===== src/design/gcs_pkg.sv =====
// Shared types and constants for the gesture click and selection block.
`timescale 1ns / 1ps
package gcs_pkg;

  // Gesture state codes
  localparam logic [2:0] GS_IDLE  = 3'd0;
  localparam logic [2:0] GS_CLICK = 3'd5;
  localparam logic [2:0] G_FIST   = 3'd0;
  localparam logic [2:0] G_LAST   = 3'd4;

  // Selection state codes
  localparam logic [1:0] SEL_NONE       = 2'd0;
  localparam logic [1:0] SEL_FIRST      = 2'd1;
  localparam logic [1:0] SEL_CONFIRMING = 2'd2;

  // Item modes
  localparam logic [1:0] MODE_EVENT = 2'd0;
  localparam logic [1:0] MODE_CLEAR = 2'd1;

  // Register indexes
  localparam logic [1:0] REG_STABLE_COUNT = 2'd0;
  localparam logic [1:0] REG_CLICK_WINDOW = 2'd1;
  localparam logic [1:0] REG_CONFIRM_WAIT = 2'd2;

  // Register reset values
  localparam logic [3:0]  STABLE_COUNT_RST = 4'd3;
  localparam logic [15:0] CLICK_WINDOW_RST = 16'd500;
  localparam logic [15:0] CONFIRM_WAIT_RST = 16'd1000;

  // Gap reported while fewer than two events are in the history
  localparam logic [31:0] NO_GAP_MS = 32'd1000;

  localparam int IN_DATA_W  = 88;
  localparam int OUT_DATA_W = 64;

  // Controller to datapath commands
  typedef struct packed {
    logic accept;  // latch the input beat
    logic write;   // push gesture into history, take the gap
    logic scan;    // walk the history for the stable check
    logic decide;  // update gesture and selection machines
    logic emit;    // load the result register
  } gcs_cmd_t;

  // Datapath to controller status
  typedef struct packed {
    logic is_event;   // input beat is a valid gesture event
    logic scan_done;  // history walk finished
    logic out_free;   // result register can take a new beat
  } gcs_status_t;

endpackage


===== src/design/gesture_click_select_fsm.sv =====
// Top level of the gesture click and selection block.
//
//  channel  | direction | handshake          | contents
//  ---------+-----------+--------------------+-----------------------------------------
//  s_*      | in        | s_tvalid/s_tready  | one event, clear or time poll per beat
//  m_*      | out       | m_tvalid/m_tready  | one result beat per input beat
//  cfg_*    | in        | cfg_we             | register writes, no read-back
//
// An event beat steps through accept, history write, a history walk, a decide step and a
// result load. The walk reads one older entry a cycle, none when stable_count is below 2 or
// too few entries are held, and stops early on a mismatch. Clear and poll beats go from
// accept straight to decide and load. One beat is in work at a time; a new beat is taken
// while the last result still waits. A stalled result register holds the controller in its
// load step. Reset (rst, synchronous) empties the history and returns both machines to idle.
`timescale 1ns / 1ps
module gesture_click_select_fsm
  import gcs_pkg::*;
#(
  parameter int HISTORY_DEPTH = 8
) (
  input  logic                  clk,
  input  logic                  rst,
  input  logic                  s_tvalid,
  output logic                  s_tready,
  // tdata: gesture[2:0], time_ms[34:3], corner_left_x[46:35], corner_top_y[58:47],
  //        corner_right_x[70:59], corner_bottom_y[82:71], zero[87:83]
  input  logic [IN_DATA_W-1:0]  s_tdata,
  // tuser: mode[1:0]
  input  logic [1:0]            s_tuser,
  output logic                  m_tvalid,
  input  logic                  m_tready,
  // tdata: gesture_state[2:0], select_state[4:3], select_start[5], select_confirmed[6],
  //        sel_rect_x[18:7], sel_rect_y[30:19], sel_rect_width[43:31],
  //        sel_rect_height[56:44], zero[63:57]
  output logic [OUT_DATA_W-1:0] m_tdata,
  input  logic                  cfg_we,
  input  logic [1:0]            cfg_index,
  input  logic [15:0]           cfg_data
);

  gcs_cmd_t    cmd;
  gcs_status_t status;

  gcs_ctrl u_ctrl (
    .clk      (clk),
    .rst      (rst),
    .s_tvalid (s_tvalid),
    .s_tready (s_tready),
    .status   (status),
    .cmd      (cmd)
  );

  gcs_datapath #(
    .HISTORY_DEPTH (HISTORY_DEPTH)
  ) u_datapath (
    .clk       (clk),
    .rst       (rst),
    .cmd       (cmd),
    .status    (status),
    .s_tuser   (s_tuser),
    .s_tdata   (s_tdata),
    .cfg_we    (cfg_we),
    .cfg_index (cfg_index),
    .cfg_data  (cfg_data),
    .m_tvalid  (m_tvalid),
    .m_tready  (m_tready),
    .m_tdata   (m_tdata)
  );

  // A taken beat keeps the input closed until its result is loaded
  a_busy_after_accept: assert property (@(posedge clk) disable iff (rst)
    (s_tvalid && s_tready) |=> !s_tready)
    else $error("input open right after an accepted beat");

  // A result load presents the beat and reopens the input
  a_load_shows_result: assert property (@(posedge clk) disable iff (rst)
    (cmd.emit && status.out_free) |=> (m_tvalid && s_tready))
    else $error("result load did not present a beat");

  // The history walk runs only between the write and decide steps
  a_scan_no_input: assert property (@(posedge clk) disable iff (rst)
    cmd.scan |-> (!s_tready && !cmd.decide))
    else $error("history walk overlaps other steps");

  // Confirmation is reported only from the confirming state
  a_confirm_state: assert property (@(posedge clk) disable iff (rst)
    (m_tvalid && m_tdata[6]) |-> (m_tdata[4:3] == SEL_CONFIRMING))
    else $error("confirmed outside confirming state");

endmodule


===== src/design/gcs_ctrl.sv =====
// Sequencing controller for the gesture click and selection block.
`timescale 1ns / 1ps
module gcs_ctrl
  import gcs_pkg::*;
(
  input  logic        clk,
  input  logic        rst,
  input  logic        s_tvalid,
  output logic        s_tready,
  input  gcs_status_t status,
  output gcs_cmd_t    cmd
);

  localparam logic [2:0] ST_IDLE   = 3'd0;
  localparam logic [2:0] ST_WRITE  = 3'd1;
  localparam logic [2:0] ST_SCAN   = 3'd2;
  localparam logic [2:0] ST_DECIDE = 3'd3;
  localparam logic [2:0] ST_EMIT   = 3'd4;

  logic [2:0] state;
  logic [2:0] state_next;

  assign s_tready = (state == ST_IDLE);

  // Decode commands from the current state
  always_comb begin
    cmd        = '0;
    cmd.accept = (state == ST_IDLE) && s_tvalid;
    cmd.write  = (state == ST_WRITE);
    cmd.scan   = (state == ST_SCAN);
    cmd.decide = (state == ST_DECIDE);
    cmd.emit   = (state == ST_EMIT);
  end

  // Advance through write, scan, decide and emit; non-event beats go straight to decide
  always_comb begin
    state_next = state;
    unique case (state)
      ST_IDLE: begin
        if (s_tvalid) state_next = status.is_event ? ST_WRITE : ST_DECIDE;
      end
      ST_WRITE:  state_next = ST_SCAN;
      ST_SCAN: begin
        if (status.scan_done) state_next = ST_DECIDE;
      end
      ST_DECIDE: state_next = ST_EMIT;
      ST_EMIT: begin
        if (status.out_free) state_next = ST_IDLE;
      end
      default:   state_next = ST_IDLE;
    endcase
  end

  always_ff @(posedge clk) begin
    if (rst) state <= ST_IDLE;
    else     state <= state_next;
  end

endmodule


===== src/design/gcs_datapath.sv =====
// History store, gesture and selection machines, and result register.
`timescale 1ns / 1ps
module gcs_datapath
  import gcs_pkg::*;
#(
  parameter int HISTORY_DEPTH = 8
) (
  input  logic                  clk,
  input  logic                  rst,
  input  gcs_cmd_t              cmd,
  output gcs_status_t           status,
  input  logic [1:0]            s_tuser,
  input  logic [IN_DATA_W-1:0]  s_tdata,
  input  logic                  cfg_we,
  input  logic [1:0]            cfg_index,
  input  logic [15:0]           cfg_data,
  output logic                  m_tvalid,
  input  logic                  m_tready,
  output logic [OUT_DATA_W-1:0] m_tdata
);

  localparam int AW   = $clog2(HISTORY_DEPTH);
  localparam int CNTW = $clog2(HISTORY_DEPTH + 1);
  localparam int CMPW = (CNTW > 4) ? CNTW : 4;
  localparam int SW   = CMPW + 1;
  localparam logic [AW-1:0]   LAST_SLOT = AW'(HISTORY_DEPTH - 1);
  localparam logic [CNTW-1:0] FULL_CNT  = CNTW'(HISTORY_DEPTH);
  localparam logic [SW-1:0]   DEPTH_S   = SW'(HISTORY_DEPTH);

  // Configuration registers
  logic [3:0]  stable_count;
  logic [15:0] click_window_ms;
  logic [15:0] confirm_wait_ms;

  always_ff @(posedge clk) begin
    if (rst) begin
      stable_count    <= STABLE_COUNT_RST;
      click_window_ms <= CLICK_WINDOW_RST;
      confirm_wait_ms <= CONFIRM_WAIT_RST;
    end else if (cfg_we) begin
      case (cfg_index)
        REG_STABLE_COUNT: stable_count    <= cfg_data[3:0];
        REG_CLICK_WINDOW: click_window_ms <= cfg_data;
        REG_CONFIRM_WAIT: confirm_wait_ms <= cfg_data;
        default: ;
      endcase
    end
  end

  // Latched input beat
  logic [1:0]  mode_q;
  logic [2:0]  g_q;
  logic [31:0] t_q;
  logic [11:0] lx_q, ty_q, rx_q, by_q;

  assign status.is_event = (s_tuser == MODE_EVENT) && (s_tdata[2:0] <= G_LAST);

  always_ff @(posedge clk) begin
    if (cmd.accept) begin
      mode_q <= s_tuser;
      g_q    <= s_tdata[2:0];
      t_q    <= s_tdata[34:3];
      lx_q   <= s_tdata[46:35];
      ty_q   <= s_tdata[58:47];
      rx_q   <= s_tdata[70:59];
      by_q   <= s_tdata[82:71];
    end
  end

  // History ring: head, fill count and gap since the previous event
  logic [AW-1:0]   head;
  logic [CNTW-1:0] hist_count;
  logic [CNTW-1:0] hist_count_next;
  logic [31:0]     previous_time;
  logic [31:0]     gap;
  logic            gap_lt;
  logic            is_event_q;

  assign hist_count_next = (hist_count == FULL_CNT) ? hist_count : hist_count + 1'b1;
  assign gap = (hist_count_next >= CNTW'(2)) ? (t_q - previous_time) : NO_GAP_MS;

  always_ff @(posedge clk) begin
    if (rst) begin
      head          <= '0;
      hist_count    <= '0;
      previous_time <= '0;
      is_event_q    <= 1'b0;
    end else begin
      if (cmd.accept) is_event_q <= status.is_event;
      if (cmd.write) begin
        head          <= (head == LAST_SLOT) ? '0 : head + 1'b1;
        hist_count    <= hist_count_next;
        previous_time <= t_q;
      end
    end
  end

  always_ff @(posedge clk) begin
    if (cmd.write) gap_lt <= gap < {16'd0, click_window_ms};
  end

  // History store with one write and one registered read port
  logic [2:0]    hist_mem [HISTORY_DEPTH];
  logic [2:0]    rd_data;
  logic [AW-1:0] rd_addr;
  logic [3:0]    scan_i;
  logic          rd_pend;
  logic          stable;
  logic          issue;
  logic [SW-1:0] addr_sum;
  logic [SW-1:0] addr_wrap;

  // Slot of the entry scan_i places behind the newest one
  assign addr_sum  = SW'(head) + DEPTH_S - SW'(1) - SW'(scan_i);
  assign addr_wrap = (addr_sum >= DEPTH_S) ? addr_sum - DEPTH_S : addr_sum;
  assign rd_addr   = addr_wrap[AW-1:0];
  assign issue     = cmd.scan && stable && (scan_i < stable_count);

  always_ff @(posedge clk) begin
    if (cmd.write) hist_mem[head] <= g_q;
    if (issue)     rd_data <= hist_mem[rd_addr];
  end

  // Walk older entries one a cycle; drop stable on a mismatch
  always_ff @(posedge clk) begin
    if (rst) begin
      rd_pend <= 1'b0;
    end else if (cmd.write) begin
      rd_pend <= 1'b0;
    end else if (cmd.scan) begin
      rd_pend <= issue;
    end
  end

  always_ff @(posedge clk) begin
    if (cmd.write) begin
      stable <= CMPW'(hist_count_next) >= CMPW'(stable_count);
      scan_i <= 4'd1;
    end else if (cmd.scan) begin
      if (issue) scan_i <= scan_i + 4'd1;
      if (rd_pend && (rd_data != g_q)) stable <= 1'b0;
    end
  end

  assign status.scan_done = !issue && !rd_pend;

  // Gesture and selection machines
  logic [2:0]  gesture_fsm;
  logic [2:0]  gesture_fsm_next;
  logic [1:0]  select_fsm;
  logic [31:0] confirm_start_time;
  logic [11:0] rect_x, rect_y;
  logic [12:0] rect_w, rect_h;

  always_comb begin
    gesture_fsm_next = gesture_fsm;
    if (is_event_q) begin
      if (gesture_fsm == GS_IDLE) begin
        if ((g_q != G_FIST) && stable) gesture_fsm_next = g_q;
      end else if (gesture_fsm == GS_CLICK) begin
        gesture_fsm_next = GS_IDLE;
      end else if ((g_q != gesture_fsm) && stable) begin
        gesture_fsm_next = gap_lt ? GS_CLICK : GS_IDLE;
      end
    end
  end

  always_ff @(posedge clk) begin
    if (rst) begin
      gesture_fsm        <= GS_IDLE;
      select_fsm         <= SEL_NONE;
      confirm_start_time <= '0;
      rect_x             <= '0;
      rect_y             <= '0;
      rect_w             <= '0;
      rect_h             <= '0;
    end else if (cmd.decide) begin
      gesture_fsm <= gesture_fsm_next;
      if (mode_q == MODE_CLEAR) begin
        select_fsm <= SEL_NONE;
      end else if (is_event_q && (gesture_fsm_next == GS_CLICK)) begin
        if (select_fsm == SEL_NONE) begin
          select_fsm <= SEL_FIRST;
        end else if (select_fsm == SEL_FIRST) begin
          rect_x             <= lx_q;
          rect_y             <= ty_q;
          rect_w             <= {1'b0, rx_q} - {1'b0, lx_q};
          rect_h             <= {1'b0, by_q} - {1'b0, ty_q};
          select_fsm         <= SEL_CONFIRMING;
          confirm_start_time <= t_q;
        end
      end
    end
  end

  // Result register
  logic confirmed;

  assign confirmed = (select_fsm == SEL_CONFIRMING) &&
                     ((t_q - confirm_start_time) > {16'd0, confirm_wait_ms});
  assign status.out_free = !m_tvalid || m_tready;

  always_ff @(posedge clk) begin
    if (rst) begin
      m_tvalid <= 1'b0;
    end else if (cmd.emit && status.out_free) begin
      m_tvalid <= 1'b1;
    end else if (m_tready) begin
      m_tvalid <= 1'b0;
    end
  end

  always_ff @(posedge clk) begin
    if (cmd.emit && status.out_free) begin
      m_tdata <= {7'd0, rect_h, rect_w, rect_y, rect_x, confirmed,
                  select_fsm == SEL_FIRST, select_fsm, gesture_fsm};
    end
  end

endmodule


===== config.mk =====
export PLATFORM = sky130hd
export DESIGN_NAME = gesture_click_select_fsm
export DESIGN_NICKNAME = d
export VERILOG_FILES = /design/src/design/gcs_pkg.sv /design/src/design/gesture_click_select_fsm.sv /design/src/design/gcs_ctrl.sv /design/src/design/gcs_datapath.sv
export SDC_FILE = /design/constraint.sdc
export NUM_CORES = 1
export LEC_CHECK = 0
export BUFFER_PORTS_ARGS = -buffer_cell sky130_fd_sc_hd__buf_2
export CORE_ASPECT_RATIO = 1.75
export CORE_MARGIN = 5
export CORE_UTILIZATION = 55
export DETAILED_ROUTE_END_ITERATION = 12
export PLACE_DENSITY = 0.79
export SYNTH_ARGS = -nofsm -noshare
export SYNTH_HDL_FRONTEND = slang
export SYNTH_HIERARCHICAL = 1
export SYNTH_SLANG_ARGS = --single-unit

===== constraint.sdc =====
create_clock -name clk -period 5.6 [get_ports clk]
set_input_delay 1.12 -clock clk [delete_from_list [all_inputs] [get_ports clk]]
set_output_delay 1.12 -clock clk [all_outputs]
set_load 0.05 [all_outputs]

==> impl_metrics.env, run 1 <==
export IMPL_r2r_start="u_datapath/t_q[10]"
export IMPL_hpwl_mm=30.65
export IMPL_drive_gt1_share_pct=13.87
export IMPL_crit_path_start_kind="flip-flop"
export IMPL_timing_rr_end="u_datapath/gap_lt"
export IMPL_critPathCaptureType="flip-flop"
export IMPL_antenna_found_initial=0
export IMPL_seq_area_frac_synth_pct=48.62
export IMPL_p_leak_nw=7.682
export IMPL_whs_ns=0.4305
export IMPL_drt_total_wl_mm=41.39
export IMPL_grt_overflow_total=0
export IMPL_place_area_sq_um=18720
export IMPL_rows=86
export IMPL_core_sq_um=31640
export IMPL_cp_max_fo=8
export IMPL_gp_congestion=0.9325
export IMPL_grt_pass1_wl_mm=66.76
export IMPL_insertion_delay_ns=0.57
export IMPL_first_global_vias=13630
export IMPL_fmax_mhz=203.8
export IMPL_hold_viol=0
export IMPL_slowest_stage="ha_1"
export IMPL_start_util_pct=55.77
export IMPL_cts_inserted_buffers=31
export IMPL_syn_area_sq_um=17640
export IMPL_cts_tree="done"
export IMPL_seq_area_sq_um=8578
export IMPL_slew_headroom_pct=24.65
export IMPL_yosysTopAreaCell="edfxtp_1"
export IMPL_rsz0062_at_grt="no"
export IMPL_crit_path_cell_trace="ha_1 -> and3_1 -> nand3_1 -> o21ai_0 -> o31a_1 -> o21a_1 -> o21ai_0 -> nand2b_1 -> a21oi_1 -> xor2_1 -> nor2_1 -> ha_1 -> nand3_1 -> nor2_1 -> o31ai_1 -> o211a_1 -> nand4_1 -> nor4_1 -> nand4_1 -> o31ai_1"
export IMPL_worstMarginPinSlew_ns=1.126
export IMPL_hp_start="u_datapath/rect_y[1]"
export IMPL_avgSynthCellArea_sq_um=9.817
export IMPL_die_x_um=145.4
export IMPL_synthArstFlopShare_pct=0
export IMPL_drtIter0Drc=726
export IMPL_ys_warnings_count=6
export IMPL_grt_max_degree=64
export IMPL_ios=179
export IMPL_required_ns=5.91
export IMPL_worst_clock_skew_ns=0.01432
export IMPL_hold_path_class="reg2reg"
export IMPL_critPathKind="reg2reg"
export IMPL_cts_buffer_depth=3
export IMPL_path_delay_family="compound AO/OA/AOI/OAI gates"
export IMPL_post_cts_setup_buffers=0
export IMPL_slew_violations=0
export IMPL_dieArea_sq_um=35900
export IMPL_final_cell_mix="nand2_1, a21oi_1, dfxtp_1"
export IMPL_fin_cells=2357
export IMPL_p_per_area_nw_per_um2=375.8
export IMPL_ys_flop_type="dfxtp_1"
export IMPL_drc_errors=0
export IMPL_routedWlPerCell_um=17.56
export IMPL_cp_data_arrival_time_ns=5.22
export IMPL_finalWorstSetupSlack_ns=0.6938
export IMPL_min_period_ns=4.906
export IMPL_status="finished clean"
export IMPL_multi_input_area_sq_um=8163
export IMPL_path_clk_slew_ns=0.07
export IMPL_ir_drop_uv=337.7
export IMPL_setup_viol=0
export IMPL_dp_cells=2299
export IMPL_synth_top_area_share_pct=29.11
export IMPL_clock_sinks=343
export IMPL_area_delta_synth_final_pct=12.38
export IMPL_r2r_slack_ns=0.69
export IMPL_io_buffers=166
export IMPL_synth_area_top_cells="edfxtp_1, dfxtp_1, ha_1"
export IMPL_final_common_cell="nand2_1"
export IMPL_cp_num_cells=20
export IMPL_cts_root_buf="clkbuf_16"
export IMPL_holdBufCountCts=0
export IMPL_pre_cts_ws_ns=0.7681
export IMPL_nNetsFinal=2185
export IMPL_vias=13450
export IMPL_period_share_pct=87.61
export IMPL_synth_seq_cells=343
export IMPL_min_to="u_datapath/m_tdata[20]"
export IMPL_cts_htree_levels=1
export IMPL_antenna_left=0
export IMPL_post_cts_resized=0
export IMPL_synthDistinctLibCells=87
export IMPL_antenna_cells=0
export IMPL_worstHoldPathCells=0
export IMPL_reg2reg_depth=20
export IMPL_grtUsageTotal_pct=22.44
export IMPL_fin_tns_setup_ns=0
export IMPL_synth_edff_count=171
export IMPL_cp_buffers_inverters=0
export IMPL_vias_per_cell=5.706
export IMPL_maxCapViolCount=0
export IMPL_cp_slowest_stage_delay_ns=0.47
export IMPL_drtPass1Iterations=6
export IMPL_die_h_um=246.9
export IMPL_fillCellCount=2586
export IMPL_design_area_sq_um=19830
export IMPL_syn_inst=1797
synthesized netlist by cell type, drive strengths merged, types with 26 or more instances:
master	count
nand2	263
a21oi	175
dfxtp	172
edfxtp	171
inv	158
nor2	132
ha	131
o21ai	54
clkbuf	48
xnor2	45
mux2i	43
xor2	29
a21o	28
buf	26
routing by layer:
metal	global-route usage (%)	wire, um
met5	0	0
met4	10.49	1873
met3	2.659	1820
met2	44.17	22840
met1	23.34	14860
worst reg2reg max path, stage by stage, from the launching register on:
cell      delay, ns
edfxtp_1       0.44
ha_1           0.47
and3_1         0.25
nand3_1        0.12
o21ai_0        0.23
o31a_1         0.38
o21a_1         0.18
o21ai_0        0.23
nand2b_1       0.09
a21oi_1        0.18
xor2_1         0.16
nor2_1         0.05
ha_1           0.32
nand3_1        0.13
nor2_1         0.06
o31ai_1        0.07
o211a_1        0.27
nand4_1        0.10
nor4_1         0.32
nand4_1        0.14
o31ai_1        0.44
registers in the layout, summed over array words and instances (netlist names), 13 cells and up:
register	cells
u_datapath/previous_time	32
u_datapath/hist_mem	24
u_datapath/m_tdata	57
u_datapath/confirm_wait_ms	16
u_datapath/click_window_ms	16
u_datapath/rect_w	13
u_datapath/confirm_start_time	32
u_datapath/rect_h	13
u_datapath/t_q	32
cells by family (layout without fill, tap and decap cells):
family	count (synthesis)	after routing	synth area share, %
simple gates	556	556	14.26
mux	53	53	3.461
compound gates	402	402	14.80
other cells	1	7	0.02126
fa+ha+maj	136	136	9.858
flops	343	343	48.62
xor+xnor	74	74	3.674
buf+inv	232	390	5.305
cell type report:
type                            instances  share of cell area, %
Tap cell                              396                  2.499
Inverter                              158                  2.991
Multi-Input combinational cell       1228                  41.17
Timing Repair Buffer                  174                  4.506
Clock inverter                         18                  1.073
Clock buffer                           40                  4.493
Sequential cell                       343                  43.27
power breakdown:
part / internal [mW] / total, mW / leakage [nW] / switching, mW
clock: 1.31 / 2.24 / 0.532 / 0.930
sequential: 2.88 / 3.03 / 2.99 / 0.153
combinational: 0.855 / 2.18 / 4.16 / 1.32
total: 5.05 / 7.45 / 7.68 / 2.41
worst max path at each step:
stage	start	endpoint	slack [ns]
2_1_floorplan	u_ctrl/state[1]	u_datapath/is_event_q	1.31
3_3_place_gp	u_datapath/t_q[10]	u_datapath/gap_lt	0.93
3_5_place_dp	u_datapath/t_q[10]	u_datapath/gap_lt	0.77
4_1_cts	u_datapath/t_q[10]	u_datapath/gap_lt	0.75
5_1_grt	u_datapath/t_q[10]	u_datapath/gap_lt	0.38
6_report	u_datapath/t_q[10]	u_datapath/gap_lt	0.69
stage by stage:
| step | utilization (%) | power, mW |
|---|---|---|
| 5_1_grt | 62.67 | 7.848 |
| 2_1_floorplan | - | 4.696 |
| 3_5_place_dp | 59.18 | 5.243 |
| 3_3_place_gp | 59.18 | 5.172 |
| 4_1_cts | 62.67 | 7.504 |
| 6_report | 62.67 | 7.451 |
Note: power is estimated with default switching activity, not from simulation.
==> run 2, diff against run 1 <==
==> constraint.sdc (replaced) <==
create_clock -name clk -period 5.85 [get_ports clk]
set_input_delay 1.17 -clock clk [delete_from_list [all_inputs] [get_ports clk]]
set_output_delay 1.17 -clock clk [all_outputs]
set_load 0.05 [all_outputs]
==> impl_metrics.env, run 2 (synthesized netlist as in run 1, its figures left out) <==
export IMPL_vias_per_cell=5.639
export IMPL_cp_max_fo=8
export IMPL_die_x_um=145.4
export IMPL_crit_path_start_kind="flip-flop"
export IMPL_worst_clock_skew_ns=0.01982
export IMPL_whs_ns=0.4287
export IMPL_ir_drop_uv=432.1
export IMPL_routedWlPerCell_um=17.66
export IMPL_design_area_sq_um=19870
export IMPL_ios=179
export IMPL_first_global_vias=13580
export IMPL_antenna_left=0
export IMPL_cp_data_arrival_time_ns=5.11
export IMPL_maxCapViolCount=0
export IMPL_rows=86
export IMPL_drt_total_wl_mm=41.70
export IMPL_status="finished clean"
export IMPL_core_sq_um=31640
export IMPL_grt_pass1_wl_mm=66.72
export IMPL_cp_buffers_inverters=0
export IMPL_cp_slowest_stage_delay_ns=0.51
export IMPL_cts_root_buf="clkbuf_16"
export IMPL_startpoint="u_datapath/t_q[10]"
export IMPL_clock_sinks=343
export IMPL_slew_violations=0
export IMPL_min_period_ns=4.868
export IMPL_fin_cells=2361
export IMPL_p_sw_share_pct=32.31
export IMPL_cp_num_cells=20
export IMPL_drc_errors=0
export IMPL_gp_congestion=0.9315
export IMPL_final_cell_mix="nand2_1, a21oi_1, dfxtp_1"
export IMPL_hold_path_class="reg2reg"
export IMPL_timing_rr_end="u_datapath/gap_lt"
export IMPL_dp_cells=2299
export IMPL_required_ns=6.09
export IMPL_slowest_stage="o31ai_1"
export IMPL_period_share_pct=83.21
export IMPL_final_util_pct=62.81
export IMPL_die_h_um=246.9
export IMPL_p_switching_mw=2.329
export IMPL_area_delta_synth_final_pct=12.64
export IMPL_r2r_slack_ns=0.98
export IMPL_grt_overflow_total=0
export IMPL_p_leak_nw=7.702
export IMPL_cts_inserted_buffers=34
export IMPL_holdBufCountCts=0
export IMPL_path_clk_slew_ns=0.06
export IMPL_hpwl_mm=30.62
export IMPL_grtUsageTotal_pct=22.68
export IMPL_cts_buffer_depth=3
export IMPL_drtPass1Iterations=5
export IMPL_drive_gt1_share_pct=13.70
export IMPL_path_delay_family="compound AO/OA/AOI/OAI gates"
export IMPL_finalPower_mw=7.208
export IMPL_top_register="u_datapath/m_tdata"
export IMPL_drtIter0Drc=701
export IMPL_setup_viol=0
export IMPL_rsz0062_at_grt="no"
export IMPL_critPathCaptureType="flip-flop"
export IMPL_grtUsageMet2_pct=45.35
export IMPL_met3_usage_pct=2.897
export IMPL_fmax_mhz=205.4
export IMPL_finalWorstSetupSlack_ns=0.9821
export IMPL_dieArea_sq_um=35900
export IMPL_place_area_sq_um=18720
export IMPL_r2r_start="u_datapath/t_q[10]"
export IMPL_insertion_delay_ns=0.54
export IMPL_endpoint="u_datapath/gap_lt"
export IMPL_grt_util_met1_pct=23.01
export IMPL_cts_tree="done"
export IMPL_cts_htree_levels=2
export IMPL_power_frac_clock_pct=30.8
export IMPL_post_cts_setup_buffers=0
export IMPL_start_util_pct=55.77
export IMPL_pwr_share_seq_pct=40.3
export IMPL_nNetsFinal=2188
export IMPL_fin_tns_setup_ns=0
export IMPL_pre_cts_ws_ns=1.016
export IMPL_slew_headroom_pct=30.28
export IMPL_comb_power_share_pct=28.9
export IMPL_io_buffers=166
export IMPL_top_usage_layer="met2"
export IMPL_largest_register_ffs=57
export IMPL_critPathKind="reg2reg"
export IMPL_power_internal_mw=4.880
export IMPL_p_per_area_nw_per_um2=362.8
export IMPL_post_cts_resized=0
export IMPL_antenna_found_initial=0
export IMPL_hold_viol=0
export IMPL_vias=13310
export IMPL_worstMarginPinSlew_ns=1.046
export IMPL_crit_path_cell_trace="ha_1 -> and3_1 -> nand3_1 -> o21ai_0 -> o31a_1 -> o21a_1 -> o21ai_0 -> nand2b_1 -> a21oi_1 -> xor2_1 -> nor2_1 -> ha_1 -> nand3_1 -> nor2_1 -> o31ai_1 -> o211a_1 -> nand4_1 -> nor4_1 -> nand4_1 -> o31ai_1"
export IMPL_reg2reg_depth=20
export IMPL_final_common_cell="nand2_1"
export IMPL_grt_max_degree=64
## run 2: changes by cell type in the layout (fill, tap and decap cells not counted), sizes merged
cell      delta
clkbuf       +6
bufinv       -1
inv          -3
clkinvlp     -2
clkinv       +3
diode        +1
## run 2: layer usage
layer | vias to the layer above | wire [um]
met5 | - | 0
met4 | 0 | 1789
met3 | 104 | 1594
met2 | 350 | 23240
met1 | 6291 | 15070
li1 | 6568 | -
## run 2: how the worst min path moves through the flow
| stage | startpoint | end | slack (ns) | depth (start not counted) |
|---|---|---|---|---|
| 2_1_floorplan | u_datapath/rect_x[3] | u_datapath/m_tdata[10] | 0.41 | 0 |
| 3_3_place_gp | u_datapath/rect_y[9] | u_datapath/m_tdata[28] | 0.41 | 0 |
| 3_5_place_dp | u_datapath/rect_h[6] | u_datapath/m_tdata[50] | 0.41 | 0 |
| 4_1_cts | u_datapath/rect_w[11] | u_datapath/m_tdata[42] | 0.43 | 0 |
| 5_1_grt | u_datapath/rect_h[6] | u_datapath/m_tdata[50] | 0.44 | 0 |
| 6_report | u_datapath/rect_y[6] | u_datapath/m_tdata[25] | 0.43 | 0 |
## run 2: worst register-to-register path: stages, from the launching register on
cell and delay, ns:
edfxtp_1 0.44, ha_1 0.47, and3_1 0.25, nand3_1 0.12, o21ai_0 0.18, o31a_1 0.36, o21a_1 0.19, o21ai_0 0.19
nand2b_1 0.08, a21oi_1 0.18, xor2_1 0.16, nor2_1 0.05, ha_1 0.32, nand3_1 0.12, nor2_1 0.06, o31ai_1 0.06
o211a_1 0.28, nand4_1 0.10, nor4_1 0.32, nand4_1 0.14, o31ai_1 0.51
## run 2: area by class of cell
cell class                 count  area [sq um]
inverter                     158         593.1
clock inverter                15         177.7
tap                          396         495.5
clock buffer                  46         968.4
antenna                        1         2.502
fill                        2567         11760
sequential                   343          8578
multi-input combinational   1228          8163
timing repair buffer         174         893.4
## run 2: power groups by stage
stage,clock (mW),sequential (mW),combinational (mW)
after floorplan,0,3.01,1.48
after global placement,0,2.95,2.00
after detailed placement,0,2.96,2.06
after CTS,2.27,2.91,2.08
after global routing,2.37,2.93,2.29
final,2.22,2.90,2.08
